<file path="src/rtl/psc_pkg.sv">
package psc_pkg;

	localparam int PATH_POINTS = 4096;
	localparam int AW = $clog2(PATH_POINTS);
	localparam int SEARCH_HALF_WINDOW = 500;
	localparam int MEM_W = 48 + 48 + 19 + 19;

	localparam int PI_Q16 = 205887;
	localparam int TWO_PI_Q16 = 411775;
	localparam int HALF_PI_Q16 = 102944;
	localparam int DEG2RAD_Q32 = 74961321;
	localparam int RAD2DEG_Q16 = 3754936;
	localparam int TRIM_RAD_Q16 = 3431;
	localparam int TRIM_DEG_Q16 = 196608;
	localparam int TORQUE_LIMIT = 327680;
	localparam int COMMAND_LIMIT = 47185920;
	localparam int CORDIC_GAIN_Q30 = 652032874;
	localparam int CORDIC_STEPS = 17;
	localparam int CFG_IDX_W = 3;
	localparam int CFG_DATA_W = 24;

	typedef enum logic [2:0] {
		REG_OUTPUT_MODE   = 3'd0,
		REG_LATERAL_GAIN  = 3'd1,
		REG_HEADING_GAIN  = 3'd2,
		REG_LAT_RATE_GAIN = 3'd3,
		REG_FF_GAIN       = 3'd4,
		REG_TORQUE_GAIN   = 3'd5,
		REG_TORQUE_RATE   = 3'd6,
		REG_PREVIEW       = 3'd7
	} cfg_reg_t;

	typedef enum logic [1:0] {
		ST_VALID    = 2'd0,
		ST_FAR      = 2'd1,
		ST_DISABLED = 2'd2,
		ST_LOADED   = 2'd3
	} res_code_t;

	typedef enum logic [3:0] {
		OP_NOP, OP_CAPTURE, OP_SCAN, OP_PREVIEW, OP_FETCH, OP_CORDIC, OP_MATH, OP_RESULT
	} op_t;

	// math sequence, at most one multiply issued per step, product used next step
	typedef enum logic [4:0] {
		M_FOLD = 5'd0, M_THETA, M_HEAD, M_LAT, M_STEER, M_ACC0, M_ACC1, M_ACC2, M_ACC3,
		M_DESIRED, M_OUT0, M_OUT1, M_OUT2, M_OUT3, M_OUT4
	} math_step_t;

	typedef struct packed {
		logic                  kind;
		logic [AW-1:0]         point_index;
		logic signed [47:0]    pos_x;
		logic signed [47:0]    pos_y;
		logic signed [18:0]    point_heading;
		logic signed [18:0]    point_steer;
		logic [24:0]           vehicle_heading;
		logic signed [26:0]    vehicle_steer;
	} item_t;

	typedef struct packed {
		logic signed [26:0] command;
		logic [1:0]         status;
		logic [AW-1:0]      nearest_point;
	} res_t;

	typedef struct packed {
		logic                  we;
		logic [CFG_IDX_W-1:0]  idx;
		logic [CFG_DATA_W-1:0] data;
	} cfg_wr_t;

	typedef struct packed {
		op_t           op;
		logic [AW-1:0] addr;
		logic          first;
		logic [4:0]    step;
		res_code_t     code;
	} cmd_t;

	typedef struct packed {
		logic        busy;
		logic        too_far;
		logic [AW:0] win_lo;
		logic [AW:0] win_hi;
	} stat_t;

	function automatic logic [15:0] atan_q16(input logic [4:0] i);
		case (i)
			5'd0: return 16'd51472;
			5'd1: return 16'd30386;
			5'd2: return 16'd16055;
			5'd3: return 16'd8150;
			5'd4: return 16'd4091;
			5'd5: return 16'd2047;
			5'd6: return 16'd1024;
			5'd7: return 16'd512;
			5'd8: return 16'd256;
			5'd9: return 16'd128;
			5'd10: return 16'd64;
			5'd11: return 16'd32;
			5'd12: return 16'd16;
			5'd13: return 16'd8;
			5'd14: return 16'd4;
			5'd15: return 16'd2;
			5'd16: return 16'd1;
			default: return 16'd0;
		endcase
	endfunction

	// divide by 2^s, half away from zero
	function automatic logic signed [63:0] rnd_shift(input logic signed [63:0] v,
			input int unsigned s);
		logic [63:0] m;
		logic [63:0] r;
		m = v[63] ? 64'(-v) : 64'(v);
		r = (m + (64'd1 << (s - 1))) >> s;
		return v[63] ? -$signed(r) : $signed(r);
	endfunction

	function automatic logic signed [63:0] clamp_sym(input logic signed [63:0] v,
			input logic signed [63:0] lim);
		if (v > lim)
			return lim;
		if (v < -lim)
			return -lim;
		return v;
	endfunction

	function automatic logic signed [19:0] wrap_angle(input logic signed [21:0] a);
		logic signed [21:0] t;
		t = a;
		for (int k = 0; k < 2; k++) begin
			if (t > PI_Q16)
				t = 22'(t - TWO_PI_Q16);
			else if (t < -PI_Q16)
				t = 22'(t + TWO_PI_Q16);
		end
		return t[19:0];
	endfunction

endpackage

</file>
<file path="src/rtl/psc_ctrl.sv">
module psc_ctrl import psc_pkg::*; (
	input  logic  clk,
	input  logic  arst_n,
	input  logic  in_valid,
	input  logic  in_kind,
	output logic  in_ready,
	input  logic  out_ready,
	output logic  out_valid,
	output cmd_t  cmd,
	input  stat_t stat
);
	typedef enum logic [8:0] {
		S_IDLE   = 9'b000000001,
		S_SCAN   = 9'b000000010,
		S_DRAIN  = 9'b000000100,
		S_CHECK  = 9'b000001000,
		S_PREV   = 9'b000010000,
		S_FETCH  = 9'b000100000,
		S_CORDIC = 9'b001000000,
		S_MATH   = 9'b010000000,
		S_DONE   = 9'b100000000
	} state_t;

	state_t    state_q, state_d;
	logic      loaded_q, first_done_q, start_good_q, out_valid_q;
	logic [AW:0] addr_q, lo_q, hi_q;
	logic [4:0]  cnt_q;
	res_code_t   code_q;
	logic [AW:0] addr_nx;

	assign addr_nx = addr_q + 1'b1;
	assign in_ready = (state_q == S_IDLE);
	assign out_valid = out_valid_q;

	always_comb begin
		state_d = state_q;
		cmd = '0;
		cmd.op = OP_NOP;
		cmd.code = code_q;
		cmd.addr = addr_q[AW-1:0];
		cmd.first = (addr_q == lo_q);
		cmd.step = cnt_q;
		case (state_q)
			S_IDLE: begin
				if (in_valid) begin
					cmd.op = OP_CAPTURE;
					if (!in_kind || !loaded_q || (first_done_q && !start_good_q))
						state_d = S_DONE;
					else
						state_d = S_SCAN;
				end
			end
			S_SCAN: begin
				cmd.op = OP_SCAN;
				if (addr_nx == hi_q)
					state_d = S_DRAIN;
			end
			S_DRAIN: begin
				if (!stat.busy)
					state_d = S_CHECK;
			end
			S_CHECK: begin
				state_d = (!first_done_q && stat.too_far) ? S_DONE : S_PREV;
			end
			S_PREV: begin
				cmd.op = OP_PREVIEW;
				state_d = S_FETCH;
			end
			S_FETCH: begin
				cmd.op = OP_FETCH;
				state_d = S_CORDIC;
			end
			S_CORDIC: begin
				cmd.op = OP_CORDIC;
				if (cnt_q == 5'(CORDIC_STEPS - 1))
					state_d = S_MATH;
			end
			S_MATH: begin
				cmd.op = OP_MATH;
				if (cnt_q == M_OUT4)
					state_d = S_DONE;
			end
			S_DONE: begin
				if (!out_valid_q || out_ready) begin
					cmd.op = OP_RESULT;
					state_d = S_IDLE;
				end
			end
			default: state_d = S_IDLE;
		endcase
	end

	always_ff @(posedge clk or negedge arst_n) begin
		if (!arst_n) begin
			state_q <= S_IDLE;
			loaded_q <= 1'b0;
			first_done_q <= 1'b0;
			start_good_q <= 1'b1;
			out_valid_q <= 1'b0;
			addr_q <= '0;
			lo_q <= '0;
			hi_q <= '0;
			cnt_q <= '0;
			code_q <= ST_LOADED;
		end else begin
			state_q <= state_d;
			if (cmd.op == OP_RESULT)
				out_valid_q <= 1'b1;
			else if (out_ready)
				out_valid_q <= 1'b0;
			case (state_q)
				S_IDLE: begin
					if (in_valid) begin
						if (!in_kind) begin
							loaded_q <= 1'b1;
							code_q <= ST_LOADED;
						end else if (!loaded_q || (first_done_q && !start_good_q)) begin
							code_q <= ST_DISABLED;
						end else if (!first_done_q) begin
							lo_q <= '0;
							addr_q <= '0;
							hi_q <= (AW+1)'(PATH_POINTS);
						end else begin
							lo_q <= stat.win_lo;
							addr_q <= stat.win_lo;
							hi_q <= stat.win_hi;
						end
					end
				end
				S_SCAN: addr_q <= addr_nx;
				S_CHECK: begin
					first_done_q <= 1'b1;
					cnt_q <= '0;
					if (!first_done_q && stat.too_far) begin
						start_good_q <= 1'b0;
						code_q <= ST_FAR;
					end
				end
				S_CORDIC: cnt_q <= (cnt_q == 5'(CORDIC_STEPS - 1)) ? 5'd0 : cnt_q + 1'b1;
				S_MATH: begin
					cnt_q <= cnt_q + 1'b1;
					code_q <= ST_VALID;
				end
				default: ;
			endcase
		end
	end
endmodule

</file>
<file path="config.mk">
export PLATFORM = sky130hd
export DESIGN_NAME = psc_ctrl
export DESIGN_NICKNAME = d
export VERILOG_FILES = /design/src/rtl/psc_pkg.sv /design/src/rtl/psc_ctrl.sv
export SDC_FILE = /design/constraint.sdc
export NUM_CORES = 1
export LEC_CHECK = 0
export BUFFER_PORTS_ARGS = -buffer_cell sky130_fd_sc_hd__buf_2
export CORE_MARGIN = 2
export CORE_UTILIZATION = 42
export CTS_BUF_LIST = sky130_fd_sc_hd__clkbuf_4 sky130_fd_sc_hd__clkbuf_8 sky130_fd_sc_hd__clkbuf_16
export DETAILED_ROUTE_END_ITERATION = 10
export SLEW_MARGIN = 20
export SYNTH_ARGS = -nofsm -noshare
export SYNTH_HDL_FRONTEND = slang
export SYNTH_SLANG_ARGS = --single-unit
</file>
<file path="constraint.sdc">
create_clock -name clk -period 6.4 [get_ports clk]
set_input_delay 0.96 -clock clk [delete_from_list [all_inputs] [get_ports clk]]
set_output_delay 0.96 -clock clk [all_outputs]
set_load 0.05 [all_outputs]
</file>
# Word-level counts from Yosys, hierarchy flattened
# Index checks and enable logic that the tools add are counted.
# W data, S select, Z words.
dict set report word_totals {
  ff_bits 59
  out_inout_bits 26
  elab_cells 86
}
dict set report op_classes {
  addsub 2
  n_eq_ne 24
  muxes 27
  n_bitwise 2
  n_reduce_logical 21
}
# op n
set op_table {}
lappend op_table {{$pmux W9 S9} 1}
lappend op_table {{$mux W9} 8}
lappend op_table {{$mux W13} 5}
lappend op_table {{$eq A13 B13 Y1} 2}
lappend op_table {{$pmux W13 S2} 1}
lappend op_table {{$pmux W3 S7} 1}
lappend op_table {{$ne A2 B2 Y1 const B} 9}
lappend op_table {{$pmux W5 S3} 1}
lappend op_table {{$add A13 B1 Y13 const B} 1}
lappend op_table {{$reduce_and A4 Y1} 3}
lappend op_table {{$eq A9 B1 Y1 const B} 1}
lappend op_table {{$eq A9 B2 Y1 const B} 1}
lappend op_table {{$eq A9 B3 Y1 const B} 1}
lappend op_table {{$eq A9 B4 Y1 const B} 1}
lappend op_table {{$eq A9 B5 Y1 const B} 1}
lappend op_table {{$eq A9 B6 Y1 const B} 1}
lappend op_table {{$eq A9 B7 Y1 const B} 1}
lappend op_table {{$eq A9 B8 Y1 const B} 1}
lappend op_table {{$eq A9 B9 Y1 const B} 1}
lappend op_table {{$mux W2} 4}
lappend op_table {{$pmux W2 S3} 1}
lappend op_table {{$reduce_and A6 Y1} 1}
lappend op_table {{$reduce_bool A3 Y1} 2}
lappend op_table {{$add A5 B1 Y5 const B} 1}
lappend op_table {{14 further kinds} 26}

# Depth between registers and ports, before layout
dict set report logic_depth {
  word_depth 7
  mapped_depth 10
  depth_no_buf 8
}

# Worst setup path before layout
# No wires, ideal clock.
dict set report synth_timing {
  path_type {register -> output}
  from {register addr_q[9]}
  to {output cmd[7] in the netlist's numbering}
  arrival_time_ns 2.631
  required_ns 5.440
  slack_ns 2.809
  path_stages_with_launch 6
  path_cell_list {dfrtp_1 -> clkbuf_1 -> xor2_1 -> nor4_1 -> nand4_1 -> nor4_1}
}
# item line
set synth_lines {}
lappend synth_lines {{start: declaration} psc_ctrl.sv:26} ;# logic [AW:0] addr_q, lo_q, hi_q;
lappend synth_lines {{start signal: assignment} psc_ctrl.sv:125} ;# addr_q <= stat.win_lo;
lappend synth_lines {{start signal: assignment} psc_ctrl.sv:130} ;# S_SCAN: addr_q <= addr_nx;
lappend synth_lines {{end: declaration} psc_ctrl.sv:9} ;# output cmd_t cmd,

==> flow_metrics.py <==
metrics = {
    "routing": {
        "drt_wl_total_um": 8410,
        "vias": 3007,
        "post_drt_wl_per_cell_um": 15.1,
        "ant_nets": 0,
        "drc": 0,
        "viasPerCell": 5.42,
        "drtIter0Drc": 137,
        "firstDrtPassIters": 4,
    },
    "synthesis": {
        "syn_avg_cell_area_um2": 8.65,
        "ys_warn_count": 0,
        "yosysTopAreaCellShare_pct": 39.1,
        "yosys-top-cells-area": "dfrtp_1 39%, nand2_1 8.4%, xor2_1 4.2%",
        "yosysUniqueCellTypes": 60,
        "ys_ff_latch": 59,
        "synthFlopType": "dfrtp_1",
        "async_flop_share_pct": 100,
        "synth_common_cells": "79 x nand2_1, 55 x dfrtp_1, 27 x nand3_1, 27 x o21ai_0, 20 x a21oi_1",
        "synth_area_mm2": 0.00352,
        "ys_seq_area_share_pct": 42.1,
        "yosysMostFrequentCell": "nand2_1",
        "synth-edff-count": 0,
        "synth_fp_nets": 444,
        "yosysTopAreaCell": "dfrtp_1",
        "synthCells": 407,
    },
    "placement": {
        "io_buffers": 57,
        "dp_hpwl_um": 6040,
        "pre_cts_slack_ns": 3.27,
        "place_inst": 539,
        "gp_congestion": 0.923,
    },
    "floorplanning": {
        "fp.dieArea_mm2": 0.00913,
        "core_area_mm2": 0.00818,
        "ioPinCount": 59,
        "fp.dieH_um": 95.5,
        "initial_core_util_pct": 43.1,
        "num_rows": 33,
        "fp.dieW_um": 95.5,
    },
    "sta": {
        "slew_headroom_pct": 30.8,
        "rsz0062_at_grt": "no",
        "setup-violations-final": 0,
        "fmax_mhz": 287,
        "skew_ns": 0.00880,
        "hold_violations": 0,
        "final.setup.tns_ns": 0,
        "period_minus_slack_ns": 3.48,
        "layout_worst_path_cycle_share_pct": 54.4,
        "worst_slew_pin_slew_ns": 1.04,
        "fin_ws_ns": 2.92,
        "drv_slew": 0,
    },
    "run": {
        "drv_cap": 0,
    },
    "cells_and_area": {
        "nNetsFinal": 482,
        "layout.cells.non_filler": 555,
        "fill_cells": 829,
        "areaGrowthSynthToFinish_pct": 11.8,
        "antenna_cells": 0,
        "drive_gt1_share_pct": 20.7,
        "fin_util_pct": 48.1,
    },
    "pwr": {
        "p_total_uw": 1510,
        "vdd_ir_drop_max_v": 0.000251,
        "p_leak_uw": 0.00186,
        "powerDensity_mw_per_mm2": 384,
    },
    "setup_path": {
        "required_ns": 5.44,
        "cpMaxStageDelayCell": "or4_1",
        "critPathMaxFanout": 9,
        "r2r_cells": 5,
        "slowest_delay_ns": 0.53,
        "crit_chain": "or4_1 > or2_4 > or3_4 > inv_6 > nand2_1 > nand3_1 > buf_2",
        "startpoint_type": "register",
        "cp-end-kind": "output pin",
        "worstSetupPathType": "register to output pin",
        "arrival_ns": 2.52,
        "r2r_end": "state_q[1]",
        "reg2reg_from": "addr_q[0]",
        "rrSetupSlack_ns": 3.53,
    },
    "hold_path": {
        "hold_class": "register to register",
        "whs_path_depth": 2,
        "min_from": "start_good_q",
        "holdPathEnd": "start_good_q",
    },
    "clock_tree": {
        "clockBufferDepth": 2,
        "cts_max_level": 3,
        "cts_root_buf": "clkbuf_8",
        "cts_tree": "yes",
        "clkLatencyLatePin_ns": 0.34,
        "cts_sinks": 59,
        "path_clk_slew_ns": 0.06,
        "cts_setup_buffers": 0,
        "cts_hold_buffers": 0,
        "cts_made_buffers": 9,
        "post_cts_resized": 0,
    },
    "status": {
        "status": "complete, no violations",
    },
    "global_route": {
        "gr-total-overflow": 0,
        "grt.total_usage_pct": 20.0,
        "first_global_vias": 2901,
        "grt_antenna_before_repair": 0,
        "grt_max_degree": 60,
        "grt_pass1_wl_um": 14100,
    },
}
## critical path, delay by kind of cell (launching register included)
family / cells / cell delay [ns]
flip-flops: 1 / 0.44
AND/OR/NAND/NOR: 5 / 1.38
buffers and inverters: 2 / 0.37
## where the power goes
part	leakage (uW)	switching, uW	internal (uW)	total (uW)
clock	0.0000974	147	162	309
sequential	0.000773	108	436	543
combinational	0.000991	449	212	661
## state kept, by name, summed over array words and instances, names as in the netlist
register and count:
addr_q 13, first_done_q 1, code_q 2, start_good_q 1
hi_q 13, cnt_q 5, lo_q 13, loaded_q 1
state_q 9, out_valid 1
## metrics by stage
stage	hold slack, ns	area (um2)
2_1_floorplan	0.446	3520
3_3_place_gp	0.462	3760
3_5_place_dp	0.468	3760
4_1_cts	0.478	3940
5_1_grt	0.499	3940
6_report	0.474	3940
## how the worst max path moves through the flow
stage                     depth (start not counted)      end  slack [ns]       start
after floorplan                                   5   cmd[7]        2.81   addr_q[9]
final                                             7  cmd[20]        2.92  state_q[2]
after detailed placement                          7  cmd[20]        3.27  state_q[2]
after global placement                            7  cmd[20]        3.29  state_q[2]
after global routing                              7  cmd[20]        2.81  state_q[2]
after CTS                                         7  cmd[20]        2.90  state_q[2]
## kinds of logic (layout without fill, tap and decap cells)
logic type,after synthesis,after routing,synth area share (%)
xor+xnor,31,31,7.71
flops,59,59,42.1
buf+inv,42,85,6.72
other cells,1,1,0.107
mux,1,1,0.284
simple gates,186,186,26.7
compound gates,83,83,14.9
fa+ha+maj,4,4,1.42
## routing by layer
layer | up-vias | track usage [%] | share of wire [%]
met5 | - | 0 | 0
li1 | 1500 | - | -
met1 | 1435 | 26.8 | 48
met3 | 8 | 3.24 | 3.6
met2 | 64 | 32.8 | 47
met4 | 0 | 7.14 | 1.3
## cell usage in the layout, fill, tap and decap left out, types with 3 or more instances in the layout
cell type  count
nand3_1       27
a21oi_1       20
o31ai_1        4
nor2_1        17
xor2_1        17
a311oi_1       5
nand2_1       79
clkbuf_8      10
dfrtp_1       55
and3_1         6
ha_1           4
nand2b_1       5
nor2b_1        8
or3_1          5
clkinv_2       3
inv_1          8
o21ai_0       27
dfstp_2        4
buf_2         57
a211oi_1       4
buf_4          3
a221oi_1       4
xnor2_1       14
nor3_1         9
clkbuf_4       3
or2_2          4
nand4_1        5
## final cells by class
class                   count  area (um2)  area share [%]
clock inverters             3        15.0           0.381
clock buffers              13         160            4.07
flip-flops and latches     59        1480            37.6
well taps                 105         131            3.34
inverters                   9        38.8           0.985
repair buffers             60         308            7.82
multi-input cells         306        1800            45.8
Note: power is estimated with default switching activity, not from simulation.
